===== config.mk =====
export PLATFORM = sky130hd
export DESIGN_NAME = fefe_rng
export DESIGN_NICKNAME = d
export VERILOG_FILES = /design/src/rtl/core/fefe_pkg.sv /design/src/rtl/core/fefe_rng.sv
export SDC_FILE = /design/constraint.sdc
export NUM_CORES = 1
export LEC_CHECK = 0
export ABC_AREA = 1
export BUFFER_PORTS_ARGS = -buffer_cell sky130_fd_sc_hd__buf_2
export CAP_MARGIN = 10
export CORE_MARGIN = 4
export CORE_UTILIZATION = 30
export CTS_BUF_LIST = sky130_fd_sc_hd__clkbuf_8 sky130_fd_sc_hd__clkbuf_16
export DETAILED_ROUTE_END_ITERATION = 8
export PLACE_DENSITY = 0.57
export SYNTH_ARGS = -nofsm -noshare
export SYNTH_HDL_FRONTEND = slang
export SYNTH_SLANG_ARGS = --single-unit

===== constraint.sdc =====
create_clock -name clk -period 9.19 [get_ports clk]
set_input_delay 1.3785 -clock clk [delete_from_list [all_inputs] [get_ports clk]]
set_output_delay 1.3785 -clock clk [all_outputs]
set_load 0.05 [all_outputs]

===== src/rtl/core/fefe_pkg.sv =====
// fefe_pkg: shared types, field widths and constants of the fire frame engine
// no dependencies
`timescale 1ns / 1ps

package fefe_pkg;

    localparam int FEFE_MAX_WIDTH  = 256;
    localparam int FEFE_MAX_HEIGHT = 256;

    localparam int CFG_W     = 9;
    localparam int CFG_IDX_W = 1;
    localparam int ROW_W     = 9;
    localparam int COL_W     = 8;
    localparam int PIX_W     = 8;
    localparam int DRAW_W    = 32;
    localparam int BIT_CNT_W = $clog2(DRAW_W);
    localparam int RNG_ROT   = 7;

    localparam logic [CFG_W-1:0] FRAME_WIDTH_RST  = 9'd256;
    localparam logic [CFG_W-1:0] FRAME_HEIGHT_RST = 9'd256;

    localparam logic [CFG_IDX_W-1:0] REG_FRAME_WIDTH  = 1'b0;
    localparam logic [CFG_IDX_W-1:0] REG_FRAME_HEIGHT = 1'b1;

    localparam logic KIND_FRAME = 1'b0;
    localparam logic KIND_READ  = 1'b1;

    localparam logic [PIX_W-1:0] SEED_FILL = 8'h20;
    localparam logic [PIX_W-1:0] HOT_SPOT  = 8'hff;

    localparam logic [DRAW_W-1:0] RNG_POOL_RST = 32'h12345678;
    localparam logic [DRAW_W-1:0] RNG_ADD_RST  = 32'h87654321;

    typedef enum logic [3:0] {
        ST_CLEAR,
        ST_IDLE,
        ST_RD_ISSUE,
        ST_RD_DATA,
        ST_ROW_PRE0,
        ST_ROW_PRE1,
        ST_ROW_PRE2,
        ST_SWEEP,
        ST_SEED,
        ST_HOT_WAIT,
        ST_HOT_DIV,
        ST_HOT_WRITE
    } fefe_state_t;

    typedef enum logic [1:0] {
        RNG_STEP,
        RNG_ADD,
        RNG_FOLD,
        RNG_READY
    } rng_state_t;

    typedef struct packed {
        logic              ready;
        logic [1:0]        k;
        logic [DRAW_W-1:0] value;
    } rng_status_t;

endpackage


===== src/rtl/core/fefe_rng.sv =====
// fefe_rng: rotate-xor-add draw generator, keeps one draw and its value mod 3 ready
// depends on fefe_pkg
`timescale 1ns / 1ps

module fefe_rng
    import fefe_pkg::*;
(
    input  logic        clk,
    input  logic        rst_n,
    input  logic        take,
    output rng_status_t status
);

    localparam int HALF_W = DRAW_W / 2;
    localparam int FOLD_W = HALF_W + 1;

    rng_state_t        state_reg, state_next;
    logic [DRAW_W-1:0] pool_reg;
    logic [DRAW_W-1:0] add_reg;
    logic [FOLD_W-1:0] fold_reg;
    logic [1:0]        k_reg;

    logic              do_step;
    logic              do_add;
    logic              do_fold;
    logic [DRAW_W-1:0] mixed;

    function automatic logic [1:0] mod3(input logic [FOLD_W-1:0] f);
        logic [9:0] s2;
        logic [5:0] s3;
        logic [4:0] s4;
        logic [2:0] s5;
        logic [1:0] r;
        s2 = 10'(f[FOLD_W-1:8]) + 10'(f[7:0]);
        s3 = 6'(s2[9:4]) + 6'(s2[3:0]);
        s4 = 5'(s3[5:2]) + 5'(s3[1:0]);
        s5 = 3'(s4[4:2]) + 3'(s4[1:0]);
        case (s5) inside
            3'd0, 3'd3, 3'd6: r = 2'd0;
            3'd1, 3'd4, 3'd7: r = 2'd1;
            default:          r = 2'd2;
        endcase
        return r;
    endfunction

    assign mixed = pool_reg ^ {pool_reg[DRAW_W-RNG_ROT-1:0],
                               pool_reg[DRAW_W-1:DRAW_W-RNG_ROT]};

    always_comb
    begin
        state_next = state_reg;
        unique case (state_reg)
            RNG_STEP:  state_next = RNG_ADD;
            RNG_ADD:   state_next = RNG_FOLD;
            RNG_FOLD:  state_next = RNG_READY;
            RNG_READY:
            begin
                if (take)
                begin
                    state_next = RNG_ADD;
                end
            end
            default:   state_next = RNG_STEP;
        endcase
    end

    always_comb
    begin
        do_step      = 1'b0;
        do_add       = 1'b0;
        do_fold      = 1'b0;
        status.ready = 1'b0;
        status.k     = k_reg;
        status.value = pool_reg;
        unique case (state_reg)
            RNG_STEP:  do_step = 1'b1;
            RNG_ADD:   do_add  = 1'b1;
            RNG_FOLD:  do_fold = 1'b1;
            RNG_READY:
            begin
                status.ready = 1'b1;
                do_step      = take;
            end
            default:   do_step = 1'b0;
        endcase
    end

    always_ff @(posedge clk or negedge rst_n)
    begin
        if (!rst_n)
        begin
            state_reg <= RNG_STEP;
            pool_reg  <= RNG_POOL_RST;
            add_reg   <= RNG_ADD_RST;
        end
        else
        begin
            state_reg <= state_next;
            if (do_step)
            begin
                pool_reg <= mixed + add_reg;
            end
            if (do_add)
            begin
                add_reg <= add_reg + pool_reg;
            end
        end
    end

    always_ff @(posedge clk)
    begin
        if (do_add)
        begin
            fold_reg <= FOLD_W'(pool_reg[DRAW_W-1:HALF_W]) + FOLD_W'(pool_reg[HALF_W-1:0]);
        end
        if (do_fold)
        begin
            k_reg <= mod3(fold_reg);
        end
    end

endmodule


==> run metrics, run 1 <==
DRC viols=0; initial antenna violation count=1; Avg Cell Area, Syn=a little over 7 um2; num ports=38; R2R setup slack=4.73 ns; worst min path class=reg2reg; Bufs on Longest Clock Path=2; post-synth top area cell=nand2_1; Worst Hold Depth=2; final net count=between 1000 and 1500; Critical R2R Launch=fold_reg[0]; Initial Utilization=between 30% and 40%; area share of the largest cell type after synthesis=14.8%; DRT Pass-1 Iters=8; CTS Buf Count=9; Worst Path Arrival=4.58 ns; Post-Syn Area=8550 um2; H-tree depth=3; die height=roughly 180 um; largest net degree at the start of global routing=67; full die area=between 30000 and 40000 um2; CTS tree=done; fmax=approximately 0.22 GHz; setup TNS=0 ns; reg2reg end=k_reg[0]; max_slew headroom=between 30 and 40%; CP Max Fanout=4; Rows=61; Fin Clk Skew=0.00802 ns; Root Buffer=clkbuf_16; post-route ant nets=0; CP endpoint kind=register; clock latency on the worst-skew pair=0.36 ns; first-pass GRT wire length=about 43000 um; CP required=9.31 ns; post-synthesis net count=roughly 1300; Worst Hold End=add_reg[31]; Core Box Area=27900 um2; Setup crit start kind=register; IO Port Bufs=37; hpwl dp=around 21000 um; Fillers=roughly 3100; most common cell after layout, fill and taps aside=nand2_1; area delta synth->final=10.9%; Period minus WS final=4.46 ns; register area share after synthesis=between 20% and 30%; vias in the first global route=7658; # diodes=0; Worst Tran Pin Value=0.937 ns; Reg clk slew, reported paths=about 0.070 ns; Congestion Overflow GR=0; via density per instance=4.95; clock sink count=85; gpl congestion=between 0.9 and 1; # resized after CTS=0; Final setup viols=0; post-CTS setup buffer count=0; most frequent cells in the layout=337 x nand2_1, 129 x inv_1, 97 x nor2_1, 96 x ha_1, 86 x nand3_1; Slew Limit Fails=0; WL per Instance=~17 um; status=finished, final reports clean; Yosys cell types=just over 40; final hold violation count=0; Hold Startpoint=add_reg[31]; max cap viols=0; layout cells sized above 1=9.24%; cts hold-fix bufs=0; YS warnings=0; final WL=between 20000 and 30000 um; gr usage total=between 15 and 20%; Setup CP Type=reg2reg; period utilisation layout=between 40% and 50%; synth top area cells=nand2_1 15%, ha_1 14%, dfrtp_1 12%; unrepaired setup endpoints after global routing=no; worst r2r path cells=21; die width=between 150 and 200 um; cells after synthesis=between 1000 and 1500; Vias=slightly above 8000; Seq cells post-synth=85; Initial DRC Count=515
[Yosys cell counts (all sizes together)]
master,count
clkbuf,11
xor2,48
nand4,15
nor2,99
a21boi,8
or2,9
edfxtp,19
o21ai,72
o21bai,11
nand3b,8
o211ai,2
dfrtp,40
buf,2
nor3,17
o31ai,2
a21oi,87
nand2,353
o21a,5
xnor2,32
fa,7
a31oi,14
inv,128
ha,97
and3,1
dfstp,26
a21o,8
nor4,3
nand3,87
[metrics by stage]
step,std cells,utilization [%],setup WS [ns],instance area (um2),hold slack (ns)
final,1633,33.9,4.73,9480,0.478
after global routing,1633,33.9,4.44,9480,0.494
after CTS,1633,33.9,4.68,9480,0.481
after detailed placement,1618,32.9,4.69,9200,0.465
after global placement,1618,32.9,4.79,9200,0.465
after floorplan,1211,-,4.99,8550,0.453
[cell type report]
type / instances / area, um2 / area share, %
inverter: 128 / 480 / 5.07
sequential: 85 / 2250 / 23.8
tap: 378 / 473 / 4.99
clock inverter: 6 / 58.8 / 0.620
timing repair buffer: 42 / 223 / 2.35
clock buffer: 9 / 225 / 2.37
multi-input combinational: 985 / 5770 / 60.8
[logic make-up after synthesis]
kind of cell | count (synthesis) | share of synthesized area (%)
buffers and inverters | 141 | 6.22
AOI/OAI and AO/OA | 209 | 13.9
adders and majority gates | 104 | 15.8
and+or+nand+nor | 592 | 29.5
DFF | 85 | 26.4
xor gates and xnor gates | 80 | 8.20
[worst max-delay path, cell delays in order, from the launching register on]
cell      delay [ns]
edfxtp_1        0.37
ha_1            0.26
fa_1            0.41
nand3_1         0.10
nand2_2         0.08
xor2_1          0.15
ha_1            0.18
inv_1           0.06
fa_1            0.40
xnor2_1         0.15
ha_1            0.21
fa_1            0.40
xor2_1          0.18
inv_1           0.06
ha_1            0.17
inv_1           0.06
fa_1            0.43
or2_2           0.32
nand2_1         0.06
nand3_1         0.07
nand2_1         0.07
inv_1           0.03
[worst max path at each step]
stage,from,end,slack (ns),depth (start not counted)
finish,fold_reg[0],k_reg[0],4.73,21
CTS,fold_reg[0],k_reg[0],4.68,21
global placement,fold_reg[0],k_reg[0],4.79,21
floorplan,fold_reg[0],k_reg[0],4.99,21
global route,fold_reg[0],k_reg[0],4.44,21
detailed placement,fold_reg[0],k_reg[0],4.69,21
[layer usage]
| metal | global-route usage, % | share of wire [%] | vias up |
|---|---|---|---|
| li1 | - | - | 4114 |
| met1 | 24.4 | 48 | 3772 |
| met2 | 29.1 | 46 | 172 |
| met3 | 2.88 | 4.6 | 33 |
| met4 | 3.32 | 1.7 | 0 |
| met5 | 0 | 0 | - |
Power of run 1 is left out: the tool's default activity adds up to more than one toggle a clock period on the data nets, which glitch-free logic cannot reach.
==> run 2, diff against run 1 <==
- PLACE_DENSITY: 0.57 -> 0.58
- clock period: 9.19 -> 3.7 ns (I/O delays scaled with it)
==> run metrics, run 2 (synthesis results as in run 1) <==
status=finished, violations left; failing checks=negative setup slack; Vias=8228 (+1.7%); worst r2r path cells=21 (unchanged); max cap viols=0 (unchanged); largest net degree at the start of global routing=42 (-37%); Final setup viols=2 (+2); R2R setup slack=-0.40 ns (-5.13 ns); area delta synth->final=13.6%; via density per instance=4.97 (+0.28%); Slew Limit Fails=0 (unchanged); Fin Clk Skew=0.0103 ns (+0.00230 ns); gr usage total=17.7% (+0.17 points); worst min path class=in2async; DRT Pass-1 Iters=5 (-3); Root Buffer=clkbuf_16; vias in the first global route=7893 (+3.1%); most frequent cells in the layout=336 x nand2_1, 126 x inv_1, 97 x nor2_1, 91 x ha_1, 85 x nand3_1; full die area=31300 um2 (unchanged); most common cell after layout, fill and taps aside=nand2_1; final hold violation count=0 (unchanged); Congestion Overflow GR=0 (unchanged); Period minus WS final=4.10 ns (-0.359 ns); final WL=26900 um (-0.35%); Initial DRC Count=569 (+10%); Worst Path Arrival=4.21 ns (-0.37 ns); final net count=1380 (+1.6%); die width=177 um (unchanged); H-tree depth=3 (unchanged); clock latency on the worst-skew pair=0.36 ns (about the same); final worst setup slack=-0.399 ns (-5.13 ns); post-route ant nets=0 (unchanged); max_slew headroom=27.1% (-10 points); Bufs on Longest Clock Path=2 (unchanged); gpl congestion=0.942 (+3.2%); fmax=0.244 GHz (+8.8%); layout cells sized above 1=12.1% (+2.8 points); Initial Utilization=30.6% (unchanged); CP Max Fanout=3 (-1); Worst Tran Pin Value=1.09 ns (+0.155 ns); DP Area=9360 um2 (+1.8%); Rows=61 (unchanged); reg2reg end=k_reg[0]; post-layout util=34.8% (+0.83 points); Core Box Area=27900 um2 (unchanged); DRC viols=0 (unchanged); final hold slack=0.0269 ns (-0.451 ns); first-pass GRT wire length=43400 um (+0.38%); Critical R2R Launch=fold_reg[8]; Setup CP Type=reg2reg; clock sink count=85 (unchanged); CP endpoint kind=register; IO Port Bufs=37 (unchanged); setup TNS=-0.605 ns (-0.605 ns); # diodes=0 (unchanged); Reg clk slew, reported paths=0.07 ns (about the same); WL per Instance=16.3 um (-1.7%); CTS Buf Count=9 (unchanged); Setup crit start kind=register; period utilisation layout=111% (+62 points); post-route cell area=9710 um2 (+2.4%); CP required=3.81 ns (-5.50 ns); initial antenna violation count=0 (-1); num ports=38 (unchanged); unrepaired setup endpoints after global routing=yes; hpwl dp=21800 um (+1.4%); die height=177 um (unchanged); CTS tree=done
==> run 2: cell count changes in the layout (fill, tap and decap cells not counted), moves of 2 or more <==
cell / change
ha_2: +3
ha_1: -5
fa_1: -3
inv_2: +2
ha_4: +2
inv_1: -3
clkinv_2: +3
buf_4: +22
fa_2: +3
==> run 2: how the worst max path moves through the flow <==
| stage | startpoint | depth (start not counted) | slack [ns] | end |
|---|---|---|---|---|
| after global placement | fold_reg[2] | 26 | -0.35 | k_reg[0] |
| after global routing | fold_reg[0] | 21 | -0.60 | k_reg[0] |
| after detailed placement | fold_reg[8] | 22 | -0.39 | k_reg[0] |
| after floorplan | fold_reg[8] | 21 | -0.25 | k_reg[0] |
| after CTS | fold_reg[8] | 21 | -0.40 | k_reg[0] |
| final | fold_reg[8] | 21 | -0.40 | k_reg[0] |
==> run 2: layer usage <==
metal / track usage [%] / share of wire [%]
met2: 28.8 / 45
met1: 24.0 / 46
met5: 0 / 0
met4: 5.67 / 3.3
met3: 3.20 / 5.4
==> run 2: area by class of cell <==
type,count,area [um2]
fill,3061,18200
clock inverter,7,57.6
inverter,128,480
multi-input combinational,985,5840
timing repair buffer,64,388
tap,378,473
clock buffer,9,225
sequential,85,2250
==> run 2: what timing repair did <==
action                                 4_1_cts  5_1_grt
pin swaps                                    1        6
gates resized for setup                      2        5
buffers inserted                             1        2
gates cloned                                 0        0
setup endpoints to repair                    2        2
hold buffers                                 0        0
endpoints found under the hold margin        0        0
==> run 2: critical path: stages (launching register included) <==
cell      delay [ns]
edfxtp_1        0.37
ha_2            0.21
fa_2            0.37
nand3_2         0.07
nand2_2         0.08
xor2_1          0.14
ha_2            0.20
inv_2           0.04
fa_2            0.34
xnor2_1         0.14
ha_2            0.19
fa_2            0.37
xor2_1          0.13
inv_1           0.05
ha_1            0.18
inv_2           0.06
fa_1            0.42
or2_4           0.26
nand2_1         0.07
nand3_1         0.08
nand2_1         0.07
inv_1           0.04
==> run 2: metrics by stage <==
step / std cells / setup slack, ns
2_1_floorplan: 1211 / -0.246
3_3_place_gp: 1637 / -0.353
3_5_place_dp: 1637 / -0.389
4_1_cts: 1654 / -0.396
5_1_grt: 1656 / -0.598
6_report: 1656 / -0.399
Power of run 2 is left out for the same reason.
==> run 3, diff against run 2 <==
==> constraint.sdc (replaced) <==
create_clock -name clk -period 3.7 [get_ports clk]
set_input_delay 0.74 -clock clk [delete_from_list [all_inputs] [get_ports clk]]
set_output_delay 0.74 -clock clk [all_outputs]
set_load 0.05 [all_outputs]
==> run metrics, run 3 (synthesis results as in run 1) <==
Placed Cells=1639 (+0.12%); clock sink count=85 (unchanged); Core Box Area=27900 um2 (unchanged); max_slew headroom=29.9% (+2.9 points); die width=177 um (unchanged); Fin Clk Skew=0.00755 ns (-0.00277 ns); Bufs on Longest Clock Path=2 (unchanged); Worst path top cell family by delay=adder cells; num ports=38 (unchanged); critical path startpoint=fold_reg[8]; layout cells sized above 1=13.3% (+1.3 points); Initial Utilization=30.6% (unchanged); period utilisation layout=113% (+2.1 points); Period minus WS final=4.18 ns (+0.0772 ns); CP max stage delay=0.48 ns (+0.06 ns); CP required=3.82 ns (about the same); fmax=0.239 GHz (-1.8%); gpl congestion=0.946 (+0.41%); Root Buffer=clkbuf_16; largest net degree at the start of global routing=67 (+60%); gr usage total=17.8% (+0.097 points); Worst Tran Pin Value=1.05 ns (-0.0430 ns); post-layout util=35.2% (+0.38 points); CTS tree=done; failing checks=negative setup slack; first-pass GRT wire length=43800 um (+1.1%); most frequent cells in the layout=334 x nand2_1, 125 x inv_1, 96 x nor2_1, 89 x ha_1, 83 x nand3_1; full die area=31300 um2 (unchanged); Setup CP Type=reg2reg; worst min path class=reg2reg; initial antenna violation count=0 (unchanged); Worst Path Arrival=4.30 ns (+0.09 ns); DRT Pass-1 Iters=5 (unchanged); hpwl dp=21900 um (+0.67%); Reg clk slew, reported paths=0.07 ns (about the same); Hold Startpoint=add_reg[31]; final worst setup slack=-0.476 ns (-0.0772 ns); CP Cell Sequence=ha_2 -> fa_2 -> nand3_2 -> nand2_2 -> xor2_1 -> ha_2 -> inv_2 -> fa_2 -> xnor2_2 -> ha_2 -> fa_2 -> xor2_1 -> inv_1 -> ha_2 -> inv_2 -> fa_1 -> or2_4 -> nand2_2 -> nand3_2 -> nand2_2 -> inv_2; Crit path top cell by count=ha_2; setup TNS=-0.918 ns (-0.313 ns); CP max-delay cell=fa_1; DRC viols=0 (unchanged); post-route ant nets=0 (unchanged); Final Non-Filler Cells=1662 (+0.36%); # diodes=0 (unchanged); H-tree depth=3 (unchanged); unrepaired setup endpoints after global routing=yes; most common cell after layout, fill and taps aside=nand2_1; area delta synth->final=14.9%; die height=177 um (unchanged); Vias=8270 (+0.51%); Rows=61 (unchanged); status=finished, violations left; clock latency on the worst-skew pair=0.36 ns (about the same); Slew Limit Fails=0 (unchanged); final WL=27700 um (+2.7%); final net count=1386 (+0.43%); CP Buf/Inv Count=4 (unchanged); final hold violation count=0 (unchanged); Initial DRC Count=574 (+0.88%); max cap viols=0 (unchanged); pre-CTS setup slack=-0.435 ns (-0.0452 ns); CTS Buf Count=9 (unchanged); CP Max Fanout=3 (unchanged); Final setup viols=2 (unchanged); Setup crit start kind=register; IO Port Bufs=37 (unchanged); CP endpoint kind=register; WL per Instance=16.6 um (+2.3%); vias in the first global route=8035 (+1.8%); via density per instance=4.98 (+0.15%); Congestion Overflow GR=0 (unchanged); Critical R2R Launch=fold_reg[8]
-- run 3: cell count changes in the layout (fill, tap and decap cells not counted), moves of 2 or more --
cell	before	now
clkinv_2	4	0
nand3_2	2	4
nand2_2	17	19
ha_1	91	89
nand3_1	85	83
clkinvlp_4	0	2
nand2_1	336	334
clkinv_4	0	2
buf_4	27	33
-- run 3: cell type report --
type / count / area, um2
tap: 378 / 473
clock inverter: 7 / 75.1
sequential: 85 / 2250
multi-input combinational: 985 / 5880
timing repair buffer: 70 / 433
clock buffer: 9 / 225
inverter: 128 / 480
fill: 3077 / 18100
-- run 3: path summary, 6_finish.rpt --
check                                     to  slack [ns]  cells past startpoint
worst max-delay path                k_reg[0]       -0.48                     21
worst min-delay path             add_reg[31]        0.47                      2
worst max register to register      k_reg[0]       -0.48                     21
worst min register to register   add_reg[31]        0.47                      2
max in group asynchronous       pool_reg[26]        2.49                      2
min in group asynchronous        add_reg[29]        0.58                      2
-- run 3: worst register-to-register path, stage by stage (launching register included) --
cell and delay, ns:
edfxtp_1 0.38, ha_2 0.21, fa_2 0.35, nand3_2 0.08
nand2_2 0.07, xor2_1 0.16, ha_2 0.21, inv_2 0.04
fa_2 0.38, xnor2_2 0.14, ha_2 0.20, fa_2 0.37
xor2_1 0.15, inv_1 0.06, ha_2 0.16, inv_2 0.04
fa_1 0.48, or2_4 0.25, nand2_2 0.06, nand3_2 0.07
nand2_2 0.06, inv_2 0.03
-- run 3: stage by stage --
stage / hold slack [ns] / area [um2]
4_1_cts: 0.477 / 9700
3_3_place_gp: 0.466 / 9380
6_report: 0.475 / 9820
5_1_grt: 0.512 / 9820
2_1_floorplan: 0.444 / 8570
3_5_place_dp: 0.464 / 9380
-- run 3: metal layers --
metal / track usage, % / part of all wire [%] / vias to the layer above
li1: - / - / 4166
met1: 23.6 / 46 / 3829
met2: 29.4 / 45 / 229
met3: 3.48 / 5.6 / 46
met4: 5.74 / 3.3 / 0
met5: 0 / 0 / -
-- run 3: timing repair --
item / 4_1_cts / 5_1_grt
setup buffers: 2 / 5
endpoints found under the setup margin: 2 / 2
hold buffers: 0 / 0
pin swaps: 3 / 18
gates cloned: 0 / 0
resized for setup: 1 / 16
Power of run 3 is left out for the same reason.
